[src/rtl/core/pllcw_pkg.sv]
// ---------------------------------------------------------------------------
// pllcw_pkg: shared types and constants for the pll channel word calculator
// band thresholds, dividers, division cell payload
// ---------------------------------------------------------------------------
package pllcw_pkg;
	localparam int unsigned REF_W = 26;
	localparam int unsigned FREQ_W = 32;
	localparam int unsigned FRAC_W = 19;
	localparam int unsigned PFD_W = 27;
	localparam int unsigned DIVD_W = FREQ_W + FRAC_W;   // 51 quotient bits
	localparam logic [REF_W-1:0] REF_RESET = 26'd26000000;
	localparam logic [3:0] SYNTH_SELECT = 4'd8;

	typedef struct packed {
		logic [PFD_W:0]    rem;      // partial remainder
		logic [DIVD_W-1:0] dvd;      // dividend bits, shifted out msb first
		logic [DIVD_W-1:0] quo;      // quotient bits, shifted in lsb
		logic [PFD_W-1:0]  pfd;
		logic [2:0]        band;
		logic [4:0]        divider;
	} pllcw_cell_t;

	function automatic logic [2:0] band_of(input logic [FREQ_W-1:0] f);
		logic [2:0] b;
		b = 3'd0;
		if (f < 32'd705000000) b = 3'd1;
		if (f < 32'd470000000) b = 3'd2;
		if (f < 32'd353000000) b = 3'd3;
		if (f < 32'd235000000) b = 3'd4;
		if (f < 32'd177000000) b = 3'd5;
		return b;
	endfunction

	function automatic logic [4:0] div_of(input logic [2:0] b);
		logic [4:0] d;
		case (b)
			3'd0: d = 5'd4;
			3'd1: d = 5'd6;
			3'd2: d = 5'd8;
			3'd3: d = 5'd12;
			3'd4: d = 5'd16;
			default: d = 5'd24;
		endcase
		return d;
	endfunction
endpackage

[src/rtl/core/pllcw_cell.sv]
// ---------------------------------------------------------------------------
// pllcw_cell: one restoring division step
// shifts one dividend bit into the remainder, subtracts pfd when it fits
// ---------------------------------------------------------------------------
module pllcw_cell import pllcw_pkg::*; (
	input  logic        clk,
	input  logic        arst_n,
	input  logic        en,
	input  logic        vin,
	input  pllcw_cell_t din,
	output logic        vout,
	output pllcw_cell_t dout
);
	pllcw_cell_t nx;
	logic [PFD_W+1:0] sh;
	logic [PFD_W+1:0] diff;
	always_comb begin
		nx = din;
		sh = {din.rem, din.dvd[DIVD_W-1]};
		diff = sh - {2'b00, din.pfd};
		nx.dvd = {din.dvd[DIVD_W-2:0], 1'b0};
		if (!diff[PFD_W+1]) begin
			nx.rem = diff[PFD_W:0];
			nx.quo = {din.quo[DIVD_W-2:0], 1'b1};
		end else begin
			nx.rem = sh[PFD_W:0];
			nx.quo = {din.quo[DIVD_W-2:0], 1'b0};
		end
	end
	always_ff @(posedge clk or negedge arst_n) begin
		if (!arst_n) vout <= 1'b0;
		else if (en) vout <= vin;
	end
	always_ff @(posedge clk) begin
		if (en) dout <= nx;
	end
endmodule

[config.mk]
export PLATFORM = sky130hd
export DESIGN_NAME = pllcw_cell
export DESIGN_NICKNAME = d
export VERILOG_FILES = /design/src/rtl/core/pllcw_pkg.sv /design/src/rtl/core/pllcw_cell.sv
export SDC_FILE = /design/constraint.sdc
export NUM_CORES = 1
export LEC_CHECK = 0
export BUFFER_PORTS_ARGS = -buffer_cell sky130_fd_sc_hd__buf_2
export CORE_AREA = 2 2 129 131
export CTS_BUF_LIST = sky130_fd_sc_hd__clkbuf_4 sky130_fd_sc_hd__clkbuf_8 sky130_fd_sc_hd__clkbuf_16
export CTS_CLUSTER_DIAMETER = 50
export DETAILED_ROUTE_END_ITERATION = 12
export DIE_AREA = 0 0 131 133
export GPL_TIMING_DRIVEN = 0
export PLACE_DENSITY = 0.79
export SYNTH_ARGS = -nofsm -noshare
export SYNTH_HDL_FRONTEND = slang
export SYNTH_SLANG_ARGS = --single-unit
[constraint.sdc]
create_clock -name clk -period 1.05 [get_ports clk]
set_input_delay 0 -clock clk [delete_from_list [all_inputs] [get_ports clk]]
set_output_delay 0 -clock clk [all_outputs]
set_load 0.1 [all_outputs]
=== Word level (Yosys, flattened, before mapping) ===
Cells that the tools add are included.

* Flip-flop bits (word level): 165
* Input bits: 169
* Output and inout bits: 166
* Word-level logic and storage cells: 10

* $add $sub $neg: 1
* Muxes and demuxes: 2

{| class="wikitable"
|+ Operator list
! operator !! number
|-
| 29-bit by 27-bit subtractor with 29-bit output || 1
|-
| 28-bit two-way mux || 1
|-
| 1-bit two-way mux || 1
|}

=== Depth between registers and ports, before layout ===
Gate-level depths: netlist (run 1).

* Depth in word-level cells: 2
* Gate-level depth with buffers: 14
* Depth with buffers taken out: 13

=== Worst setup path after synthesis (run 1) ===
OpenSTA, ideal clock, no wires.

* Kind: input to register
* From: input din[136] in the netlist's numbering
* To: register dout[143] in the netlist's numbering (data pin)
* Library setup time: 0.260 ns
* Arrival time: 2.615 ns
* Required time: 0.790 ns
* Slack: -1.825 ns
* Stages on the path: 13
* Path buffers: 1
* Path through: inv_1 ha_1 inv_1 fa_1 a211oi_1 o211ai_1 a221oi_4 o22ai_2 o21a_1 o311ai_4 inv_2 buf_6 mux2_4

{| class="wikitable"
|+ RTL lines
! item !! line !! text
|-
| start: declaration || pllcw_cell.sv:10 || <nowiki>input pllcw_cell_t din,</nowiki>
|-
| end signal: assignment || pllcw_cell.sv:35 || <nowiki>if (en) dout <= nx;</nowiki>
|-
| end: declaration || pllcw_cell.sv:12 || <nowiki>output pllcw_cell_t dout</nowiki>
|}

==> results.txt, run 1 <==
----------------------------------------------------
[Status]
  Run status ... finished, violations left
  Failing checks ... negative hold slack, negative setup slack

[CTS]
  Clock Latency Late Sink ... ~0.42 ns
  Maximum buffer depth of the clock tree ... 2
  CTS tree ... built
  Level count of the clock H-tree ... 4
  Clock tree root buffer cell ... clkbuf_16
  Cts bufs inserted ... 17
  Clock Sinks ... between 150 and 200
  Hold-fix buffers, CTS ... around 160
  Clock-pin slew reported for the worst setup and hold paths after clock tree synthesis ... 0.07 ns

[Yosys]
  Dominant cell type by area after synthesis ... edfxtp_1
  Mean instance size in the synthesized netlist ... approximately 16 um^2
  Number of synthesized register bits ... roughly 170
  Share of synthesized registers carrying an async set or reset ... less than 1%
  Unique cell type count in the Yosys netlist ... 48
  YS warnings ... 0
  Top cells by area in the synthesized netlist ... edfxtp_1, ha_1, mux2_4
  Area share of the largest cell type after synthesis ... 70.7%
  Number of synthesized flops with an enable pin ... roughly 160
  Post-synthesis instance area ... about 0.0070 mm^2
  Top FF cell, synth ... edfxtp_1
  Syn Inst Count ... roughly 430
  Part of the Yosys area used for sequential elements ... 71.1%
  Synthesized netlist net count ... ~630

[Flow run]
  Total of max-cap violations ... 0

[Global routing]
  Wire length of the first global-routing pass ... about 37,000 um
  Pin count of the biggest net entering global routing ... between 80 and 90
  Global-route usage over all layers ... ~29%
  Via count of the first global-routing pass ... roughly 6.2k
  Remaining Overflow, GRT ... 0
  Antenna violations before repair ... 4

[Drt]
  WL/cell ... approximately 22 um
  Detailed-route via count ... around 6k
  Average via count per standard cell ... slightly above 5
  ANT nets after route ... 0
  Drc violations ... 0
  TritonRoute pass-1 iters ... 5
  Drt total wl ... 26,800 um
  Iteration-0 DRC count of the detailed router ... ~570

[Placement]
  Estimated wirelength of the detail-placed design ... between 10,000 and 15,000 um
  Placer's final routability congestion estimate ... about 0.85
  Worst setup slack before clock tree synthesis ... -2.24 ns
  Count of input and output buffers ... between 300 and 400
  Total placed cells including tap cells ... about 1,000

[Die]
  Core Region ... 0.0162 mm^2
  Initial cell density of the core ... between 40 and 50%
  Top-level I/O count ... between 300 and 400
  Count of standard-cell rows ... between 40 and 50
  Die area ... roughly 0.017 mm^2
  Overall die width ... around 130 um
  Overall die height ... 133 um

[STA]
  Smallest setup slack after layout ... -1.46 ns
  Setup repair after global routing missed its margin ... yes
  Setup TNS Final ... -40.49 ns
  Clock Skew ... 0 ns
  Highest Clock Rate ... ~400 MHz
  Hold Fails Final Rpt ... 7
  Slew Viols, Final ... 0
  Share of the clock period used by the worst path after layout ... 239%
  Fin Hold WS ... -0.0612 ns
  Endpoints failing setup ... 55
  Tmin final ... approximately 2.5 ns

[Critical path]
  Required arrival time at the worst endpoint ... approximately 1.2 ns
  Data arrival time of the critical path ... between 2 and 3 ns
  Sequence of cells on the critical path ... buf_8, inv_12, ha_4, inv_2, fa_2, a211oi_2, o211ai_1, a221oi_4, o22ai_4, o21a_2, o311ai_4, buf_6, inv_8, clkbuf_16, mux2_4
  Destination of the worst register-to-register timing path ... vout$_DFFE_PN0P_
  Number of cell instances on the worst register-to-register path ... 1
  Worst flop-to-flop path startpoint ... vout$_DFFE_PN0P_
  Kind of end point of the critical path ... flip-flop
  Top cell family by delay on the critical path ... compound AO/OA/AOI/OAI gates
  Slowest CP cell ... fa_2
  Buffers and inverters on the worst path ... 6
  Worst reg-to-reg setup slack ... 0.23 ns
  Setup CP Type ... in2reg
  Kind of launch point of the worst setup path ... input pin
  Critical Path Fanout Max ... 5
  Crit path largest cell delay ... 0.36 ns
  Launching instance or port of the critical path ... din[136]

[Min path]
  Hold Path Stages ... 2
  Min-delay worst type ... in2reg
  HP Start ... din[137]
  Terminating pin of the worst hold path ... dout[138]$_DFFE_PP_

[Final layout]
  Fin cells ... around 1.2k
  Layout filler cell count ... around 860
  Net count, final ... between 1k and 1.5k
  Fraction of layout instances using a drive strength above 1 ... between 40 and 50%
  Most frequent cells in the layout ... buf_2, edfxtp_1, dlygate4sd3_1, buf_6, inv_1
  Synthesis-to-layout area growth ... 80.1%
  Most frequent standard cell in the layout excluding fill and tap cells ... buf_2

[Pwr]
  Power Dens Cells ... roughly 1800 mW/mm^2
  Leakage power ... around 0.0055 uW
  Peak VDD IR ... 1150 uV

----------------------------------------------------
layer usage:
metal	GRT usage, %	vias up	wire (um)
li1	-	2718	-
met1	32.3	2946	9780
met2	46.5	338	13200
met3	10.8	91	2350
met4	16.3	2	1440
met5	0	-	14
cell usage after synthesis, types with 4 or more instances:
cell type  instances
nor2_1            15
mux2_2             5
o21a_1             4
nand2_1           20
mux2_4            16
a31oi_1            4
ha_1              27
xnor2_1           18
a21o_1            25
nor2b_1            6
o21ai_0            9
nand4_1            5
edfxtp_1         164
inv_1             31
clkbuf_1           4
nand3_1            4
xor2_1             5
a21oi_1           24
cells by family after synthesis:
group	Yosys count	synth area share [%]
compound gates	90	9.38
xor+xnor	23	2.89
fa+ha+maj	28	5.14
buf+inv	40	2.44
flops	165	71.1
mux	23	4.55
other cells	1	0.0539
simple gates	64	4.44
what timing repair did:
item,4_1_cts,5_1_grt
cloned,1,1
pin swaps,2,2
endpoints found under the setup margin,195,132
hold endpoints to repair,164,1
setup buffers,12,2
resized for setup,327,45
per-stage QoR:
step | power, uW | area, um^2 | hold slack [ns] | util [%]
2_1_floorplan | 13800 | 7000 | -0.296 | -
3_3_place_gp | 15100 | 8940 | -0.216 | 55.3
3_5_place_dp | 15200 | 8970 | -0.215 | 55.5
4_1_cts | 22700 | 12300 | -0.0746 | 76.2
5_1_grt | 23700 | 12500 | -0.0530 | 77.5
6_report | 23100 | 12500 | -0.0612 | 77.5
layout make-up:
class                      count  area, um^2  area share, %
antenna                        4        10.0         0.0798
tap                          220         275           2.19
inverter                      32         140           1.12
buffer                         8        77.6          0.619
sequential                   165        4950           39.5
clock inverter                15         155           1.24
multi-input combinational    229        1920           15.3
clock buffer                  17         425           3.39
timing repair buffer         512        4590           36.6
sequential cells by signal, indices dropped and copies added (netlist names):
register / cells
dout: 164
vout: 1
where the power goes:
group	internal, uW	switching, uW
Sequential	7970	340
Combinational	2660	5930
Clock	3190	2970
Total	13800	9250
worst max path at each step:
stage                                endpoint  slack, ns  cells past startpoint
after global routing      dout[143]$_DFFE_PP_      -1.54                     15
after floorplan           dout[143]$_DFFE_PP_      -1.65                     13
final                     dout[160]$_DFFE_PP_      -1.46                     15
after CTS                 dout[156]$_DFFE_PP_      -1.43                     15
after detailed placement  dout[160]$_DFFE_PP_      -2.24                     14
after global placement    dout[156]$_DFFE_PP_      -2.23                     14
Power figures use the tool's default switching activity.
==> run 2, diff against run 1 <==
--- a/config.mk
+++ b/config.mk
@@ -5,7 +5,7 @@
 export SDC_FILE = /design/constraint.sdc
 export NUM_CORES = 1
 export LEC_CHECK = 0
-export BUFFER_PORTS_ARGS = -buffer_cell sky130_fd_sc_hd__buf_2
+export BUFFER_PORTS_ARGS = -buffer_cell sky130_fd_sc_hd__buf_4
 export CORE_AREA = 2 2 129 131
 export CTS_BUF_LIST = sky130_fd_sc_hd__clkbuf_4 sky130_fd_sc_hd__clkbuf_8 sky130_fd_sc_hd__clkbuf_16
 export CTS_CLUSTER_DIAMETER = 50
==> run 2 against run 1 <==
The flow finishes with violations (negative setup slack); critical path depth did not move; global-route usage rose by 3.4 points; combinational power rose by 2.7%; routed wire length rose by 11%; sequential share of layout area fell by 1.2 points; register-to-register slack barely moved; clock power rose by 5.4%; non-clock buffer count rose by 2; critical path type unchanged; largest power group unchanged; highest routed layer unchanged.
==> results.txt, run 2 (synthesis results as in run 1) <==
----------------------------------------------------
[Final layout]
  Most frequent standard cell in the layout excluding fill and tap cells ... buf_4 (was buf_2)
  Flip-flop count of the largest register after layout ... 164 (unchanged)
  Post-layout utilization of the core ... 80.0% (was 77.5%)
  Largest Register ... dout (unchanged)
  Synthesis-to-layout area growth ... 85.8% (was 80.1%)
  Layout filler cell count ... 839 (was 859)
  Fraction of layout instances using a drive strength above 1 ... 43.5% (was 43.7%)
  Most frequent cells in the layout ... buf_4, dlygate4sd3_1, edfxtp_1, buf_6, inv_1 (was buf_2, edfxtp_1, dlygate4sd3_1, buf_6, inv_1)
  Leading registers by flop count ... dout (164), vout (1) (unchanged)
  Net count, final ... 1,164 (was 1,162)
  Fin cells ... 1,201 (was 1,202)

[Drt]
  TritonRoute pass-1 iters ... 4 (was 5)
  Highest metal layer with signal wires ... met5 (unchanged)
  Average via count per standard cell ... 5.26 (was 5.07)
  Detailed-route via count ... 6,317 (was 6,095)
  WL/cell ... 24.7 um (was 22.3 um)
  Length of routed wiring on met1 ... 10,300 um (was 9780 um)
  Iteration-0 DRC count of the detailed router ... 561 (was 565)
  Routed met2 length ... 14,800 um (was 13,200 um)
  Drc violations ... 0 (unchanged)
  Drt total wl ... 29,700 um (was 26,800 um)
  ANT nets after route ... 0 (unchanged)
  Length of routed met3 wiring ... 2870 um (was 2350 um)

[Status]
  Run status ... finished, violations left (unchanged)
  Failing checks ... negative setup slack (was negative hold slack, negative setup slack)

[Critical path]
  Number of cell instances on the worst register-to-register path ... 1 (unchanged)
  Number of stages on the worst setup path ... 15 (unchanged)
  Kind of end point of the critical path ... flip-flop (unchanged)
  Setup CP Type ... in2reg (unchanged)
  Data arrival time of the critical path ... 2.72 ns (was 2.69 ns)
  Top cell family by delay on the critical path ... compound AO/OA/AOI/OAI gates (unchanged)
  Buffers and inverters on the worst path ... 6 (unchanged)
  Worst flop-to-flop path startpoint ... vout$_DFFE_PN0P_ (unchanged)
  Slowest CP cell ... fa_2 (unchanged)
  Worst reg-to-reg setup slack ... 0.23 ns (about the same)
  Required arrival time at the worst endpoint ... 1.23 ns (about the same)
  Crit path largest cell delay ... 0.35 ns (was 0.36 ns)
  Sequence of cells on the critical path ... buf_8, inv_12, ha_4, inv_2, fa_2, a211oi_2, o211ai_1, a221oi_4, o22ai_2, o21a_1, o311ai_4, buf_6, inv_8, buf_12, mux2_4 (was buf_8, inv_12, ha_4, inv_2, fa_2, a211oi_2, o211ai_1, a221oi_4, o22ai_4, o21a_2, o311ai_4, buf_6, inv_8, clkbuf_16, mux2_4)
  Critical Path Fanout Max ... 8 (was 5)
  Destination of the worst register-to-register timing path ... vout$_DFFE_PN0P_ (unchanged)
  Kind of launch point of the worst setup path ... input pin (unchanged)

[STA]
  Smallest setup slack after layout ... -1.49 ns (was -1.46 ns)
  Endpoints failing setup ... 87 (was 55)
  Setup TNS Final ... -41.91 ns (was -40.49 ns)
  Setup repair after global routing missed its margin ... yes (unchanged)
  Tmin final ... 2.54 ns (was 2.51 ns)
  Slew Viols, Final ... 0 (unchanged)
  Highest Clock Rate ... 393 MHz (was 398 MHz)
  Hold Fails Final Rpt ... 0 (was 7)
  Clock Skew ... 0 ns (unchanged)
  Slew Limit Headroom ... between 50% and 60%
  Worst-Margin Slew ... a little under 0.7 ns
  Share of the clock period used by the worst path after layout ... 242% (was 239%)

[Placement]
  Estimated wirelength of the detail-placed design ... 16,000 um (was 14,800 um)
  Count of input and output buffers ... 332 (unchanged)
  Total placed cells including tap cells ... 987 (unchanged)
  Placer's final routability congestion estimate ... 0.878 (was 0.855)
  Worst setup slack before clock tree synthesis ... -2.21 ns (was -2.24 ns)

[CTS]
  Clock-pin slew reported for the worst setup and hold paths after clock tree synthesis ... 0.07 ns (about the same)
  Level count of the clock H-tree ... 4 (unchanged)
  CTS tree ... built (unchanged)
  Cts bufs inserted ... 17 (unchanged)
  Maximum buffer depth of the clock tree ... 2 (unchanged)
  Clock Sinks ... 165 (unchanged)
  Clock Latency Late Sink ... 0.43 ns (was 0.42 ns)
  Clock tree root buffer cell ... clkbuf_16 (unchanged)

[Pwr]
  Leakage power ... 0.00563 uW (was 0.00549 uW)
  Power Dens Cells ... 1830 mW/mm^2 (was 1840 mW/mm^2)
  Peak VDD IR ... 1240 uV (was 1150 uV)

[Die]
  Die area ... 0.0174 mm^2 (unchanged)
  Count of standard-cell rows ... 47 (unchanged)
  Overall die height ... 133 um (unchanged)
  Overall die width ... 131 um (unchanged)
  Initial cell density of the core ... 43.0% (unchanged)
  Core Region ... 0.0162 mm^2 (unchanged)
  Top-level I/O count ... 335 (unchanged)

[Flow run]
  Total of max-cap violations ... 0 (unchanged)

[Min path]
  Terminating pin of the worst hold path ... dout[137]$_DFFE_PP_ (was dout[138]$_DFFE_PP_)
  Min-delay worst type ... in2reg (unchanged)
  HP Start ... din[8] (was din[137])
  Hold Path Stages ... 3 (was 2)

[Global routing]
  Remaining Overflow, GRT ... 0 (unchanged)
  Wire length of the first global-routing pass ... 40,700 um (was 36,800 um)
  Antenna violations before repair ... 3 (was 4)
  Pin count of the biggest net entering global routing ... 88 (unchanged)
  Global-route usage over all layers ... 32.2% (was 28.7%)
  Via count of the first global-routing pass ... 6,533 (was 6,205)

----------------------------------------------------
==> run 2: per-stage QoR <==
| step | total power (uW) | instance area, um^2 | hold WS, ns |
|---|---|---|---|
| floorplan | 13800 | 7000 | -0.296 |
| global placement | 15600 | 9770 | -0.219 |
| detailed placement | 15700 | 9800 | -0.219 |
| CTS | 23100 | 12700 | -0.0963 |
| global route | 24200 | 12900 | 0.0425 |
| finish | 23600 | 12900 | 0.0324 |
==> run 2: area by class of cell <==
cell class / instances / area, um^2 / area share [%]
plain buffers: 8 / 77.6 / 0.600
well taps: 220 / 275 / 2.13
diodes: 2 / 5.00 / 0.0387
flip-flops and latches: 165 / 4950 / 38.3
repair buffers: 514 / 4980 / 38.5
inverters: 32 / 140 / 1.08
multi-input cells: 229 / 1910 / 14.7
clock buffers: 17 / 425 / 3.29
clock inverters: 14 / 173 / 1.33
==> run 2: worst max path at each step <==
stage / from / endpoint / slack (ns)
finish: din[136] / dout[157]$_DFFE_PP_ / -1.49
global route: din[136] / dout[145]$_DFFE_PP_ / -1.57
global placement: din[136] / dout[156]$_DFFE_PP_ / -2.20
floorplan: din[136] / dout[143]$_DFFE_PP_ / -1.65
detailed placement: din[136] / dout[156]$_DFFE_PP_ / -2.21
CTS: din[136] / dout[145]$_DFFE_PP_ / -1.43
==> run 2: timing repair <==
| action | 4_1_cts | 5_1_grt |
|---|---|---|
| endpoints found under the setup margin | 160 | 222 |
| hold buffers | 164 | 2 |
| buffers inserted | 12 | 3 |
| endpoints found under the hold margin | 165 | 2 |
| pin swaps | 4 | 1 |
| gates resized for setup | 149 | 50 |
| gates cloned | 1 | 0 |
==> run 2: report_power, final <==
group,switching (uW),internal (uW)
Clock,2900,3590
Sequential,365,7980
Combinational,6020,2800
Total,9290,14400
==> run 2: layer usage <==
layer	vias up	track usage [%]
met3	108	9.38
met4	2	18.0
li1	2719	-
met2	416	52.5
met5	-	0
met1	3072	37.8
==> run 3, diff against run 2 <==
--- a/config.mk
+++ b/config.mk
@@ -13,6 +13,7 @@
 export DIE_AREA = 0 0 131 133
 export GPL_TIMING_DRIVEN = 0
 export PLACE_DENSITY = 0.79
+export REMOVE_ABC_BUFFERS = 1
 export SYNTH_ARGS = -nofsm -noshare
 export SYNTH_HDL_FRONTEND = slang
 export SYNTH_SLANG_ARGS = --single-unit
==> run 3 against run 2 <==
Routed wire length fell by 2.4%; the run still ends with negative setup slack left; sequential power about the same; via count down 2.6%.
==> results.txt, run 3 (synthesis results as in run 1) <==
----------------------------------------------------
[CTS]
  Clock Sinks ... 165 (unchanged)
  Maximum buffer depth of the clock tree ... 2 (unchanged)
  Cts bufs inserted ... 17 (unchanged)
  Level count of the clock H-tree ... 4 (unchanged)
  Clock tree root buffer cell ... clkbuf_16 (unchanged)
  Clock-pin slew reported for the worst setup and hold paths after clock tree synthesis ... 0.07 ns (about the same)
  Clock Latency Late Sink ... 0.43 ns (about the same)
  CTS tree ... built (unchanged)

[STA]
  Smallest setup slack after layout ... -1.43 ns (was -1.49 ns)
  Hold Fails Final Rpt ... 0 (unchanged)
  Fin Hold WS ... 0.0129 ns (was 0.0324 ns)
  Worst-Margin Slew ... 0.645 ns (was 0.677 ns)
  Clock Skew ... 0 ns (unchanged)
  Highest Clock Rate ... 402 MHz (was 393 MHz)
  Endpoints failing setup ... 82 (was 87)
  Tmin final ... 2.48 ns (was 2.54 ns)
  Slew Viols, Final ... 0 (unchanged)
  Setup TNS Final ... -40.46 ns (was -41.91 ns)
  Slew Limit Headroom ... 57.0% (was 54.9%)
  Setup repair after global routing missed its margin ... yes (unchanged)
  Share of the clock period used by the worst path after layout ... 237% (was 242%)

[Global routing]
  Global-route usage over all layers ... 31.7% (was 32.2%)
  Pin count of the biggest net entering global routing ... 103 (was 88)
  Via count of the first global-routing pass ... 6,439 (was 6,533)
  Antenna violations before repair ... 1 (was 3)
  Remaining Overflow, GRT ... 0 (unchanged)
  Wire length of the first global-routing pass ... 39,800 um (was 40,700 um)

[Die]
  Initial cell density of the core ... 43.0% (unchanged)
  Die area ... 0.0174 mm^2 (unchanged)
  Overall die width ... 131 um (unchanged)
  Overall die height ... 133 um (unchanged)
  Core Region ... 0.0162 mm^2 (unchanged)
  Count of standard-cell rows ... 47 (unchanged)
  Top-level I/O count ... 335 (unchanged)

[Min path]
  Hold Path Stages ... 3 (unchanged)
  Min-delay worst type ... in2reg (unchanged)

[Critical path]
  Setup CP Type ... in2reg (unchanged)
  Worst flop-to-flop path startpoint ... vout$_DFFE_PN0P_ (unchanged)
  Sequence of cells on the critical path ... buf_6, inv_4, ha_4, inv_2, fa_2, a211oi_2, o211ai_1, a221oi_4, o22ai_4, o21a_2, o311ai_4, buf_6, inv_12, mux2_4 (was buf_8, inv_12, ha_4, inv_2, fa_2, a211oi_2, o211ai_1, a221oi_4, o22ai_2, o21a_1, o311ai_4, buf_6, inv_8, buf_12, mux2_4)
  Most frequent CP cell ... buf_6
  Number of cell instances on the worst register-to-register path ... 1 (unchanged)
  Critical Path Fanout Max ... 23 (was 8)
  Worst reg-to-reg setup slack ... 0.22 ns (was 0.23 ns)
  Destination of the worst register-to-register timing path ... vout$_DFFE_PN0P_ (unchanged)
  Kind of launch point of the worst setup path ... input pin (unchanged)
  Slowest CP cell ... fa_2 (unchanged)
  Kind of end point of the critical path ... flip-flop (unchanged)
  Required arrival time at the worst endpoint ... 1.22 ns (was 1.23 ns)
  Launching instance or port of the critical path ... din[136] (unchanged)
  Data arrival time of the critical path ... 2.66 ns (was 2.72 ns)
  Worst setup path end ... dout[146]$_DFFE_PP_ (was dout[157]$_DFFE_PP_)
  Crit path largest cell delay ... 0.37 ns (was 0.35 ns)

[Drt]
  Detailed-route via count ... 6,151 (was 6,317)
  WL/cell ... 24.4 um (was 24.7 um)
  Iteration-0 DRC count of the detailed router ... 552 (was 561)
  Average via count per standard cell ... 5.19 (was 5.26)
  ANT nets after route ... 0 (unchanged)
  Drt total wl ... 28,900 um (was 29,700 um)
  TritonRoute pass-1 iters ... 5 (was 4)
  Drc violations ... 0 (unchanged)

[Final layout]
  Final design area excluding fillers ... 0.0127 mm^2 (was 0.0129 mm^2)
  Fin cells ... 1,186 (was 1,201)
  Leading registers by flop count ... dout (164), vout (1) (unchanged)
  Fraction of layout instances using a drive strength above 1 ... 43.5% (about the same)
  Ant diodes ... 0 (was 2)
  Most frequent standard cell in the layout excluding fill and tap cells ... buf_4 (unchanged)
  Most frequent cells in the layout ... buf_4, dlygate4sd3_1, edfxtp_1, buf_6, inv_1 (unchanged)
  Net count, final ... 1,150 (was 1,164)
  Largest Register ... dout (unchanged)
  Flip-flop count of the largest register after layout ... 164 (unchanged)
  Synthesis-to-layout area growth ... 83.0% (was 85.8%)

[Status]
  Run status ... finished, violations left (unchanged)
  Failing checks ... negative setup slack (unchanged)

[Flow run]
  Total of max-cap violations ... 0 (unchanged)

[Placement]
  Estimated wirelength of the detail-placed design ... 16,200 um (was 16,000 um)
  Count of input and output buffers ... 332 (unchanged)
  Cell area after placement ... 0.00971 mm^2 (was 0.00980 mm^2)
  Placer's final routability congestion estimate ... 0.906 (was 0.878)
  Total placed cells including tap cells ... 979 (was 987)

[Pwr]
  Power Dens Cells ... 1810 mW/mm^2 (was 1830 mW/mm^2)
  Leakage power ... 0.00553 uW (was 0.00563 uW)
  Peak VDD IR ... 1510 uV (was 1240 uV)
  PnR Total Power ... 23,100 uW (was 23,600 uW)

----------------------------------------------------
-- run 3: cell type report --
type / instances / area (um^2)
Timing Repair Buffer: 508 / 4910
Sequential cell: 165 / 4950
Tap cell: 220 / 275
Clock inverter: 14 / 116
Clock buffer: 18 / 433
Inverter: 32 / 135
Fill cell: 871 / 3430
Multi-Input combinational cell: 229 / 1920
-- run 3: worst min-delay path by stage --
stage                start             endpoint  slack [ns]
finish              din[8]  dout[137]$_DFFE_PP_        0.01
global route        din[8]  dout[137]$_DFFE_PP_       0.008
CTS                 din[8]  dout[137]$_DFFE_PP_       0.009
detailed placement  arst_n     vout$_DFFE_PN0P_       -0.22
global placement    arst_n     vout$_DFFE_PN0P_       -0.22
floorplan           arst_n     vout$_DFFE_PN0P_       -0.30
-- run 3: critical path, delay by kind of cell --
kind	cells	cell delay, ns
multiplexers	1	0.33
AO/OA/AOI/OAI	6	1.39
buffers and inverters	5	0.44
adder cells (fa/ha/maj)	2	0.50
-- run 3: metal layers --
metal / track usage, % / part of all wire, % / vias up
met4: 16.0 / 5.6 / 2
met3: 10.1 / 8.2 / 107
li1: - / - / 2680
met2: 55.1 / 51 / 361
met1: 34.4 / 35 / 3001
met5: 0 / 0.041 / -
-- run 3: through the flow --
stage	setup slack, ns	util [%]
2_1_floorplan	-2.13	-
3_3_place_gp	-2.92	59.9
3_5_place_dp	-2.98	60.0
4_1_cts	-1.45	78.0
5_1_grt	-1.51	78.8
6_report	-1.43	78.8
-- run 3: where the power goes --
part	total [uW]	internal, uW	switching [uW]	leakage, uW
clock network	6060	3120	2940	0.000265
logic	8680	2710	5970	0.00365
registers	8350	7980	370	0.00162
total	23100	13800	9280	0.00553
-- run 3: timing repair --
item	4_1_cts	5_1_grt
gates resized for setup	170	34
pin swaps	11	5
buffers inserted	10	1
endpoints found under the setup margin	168	164
hold buffers	165	0
hold endpoints to repair	164	0
gates cloned	0	0
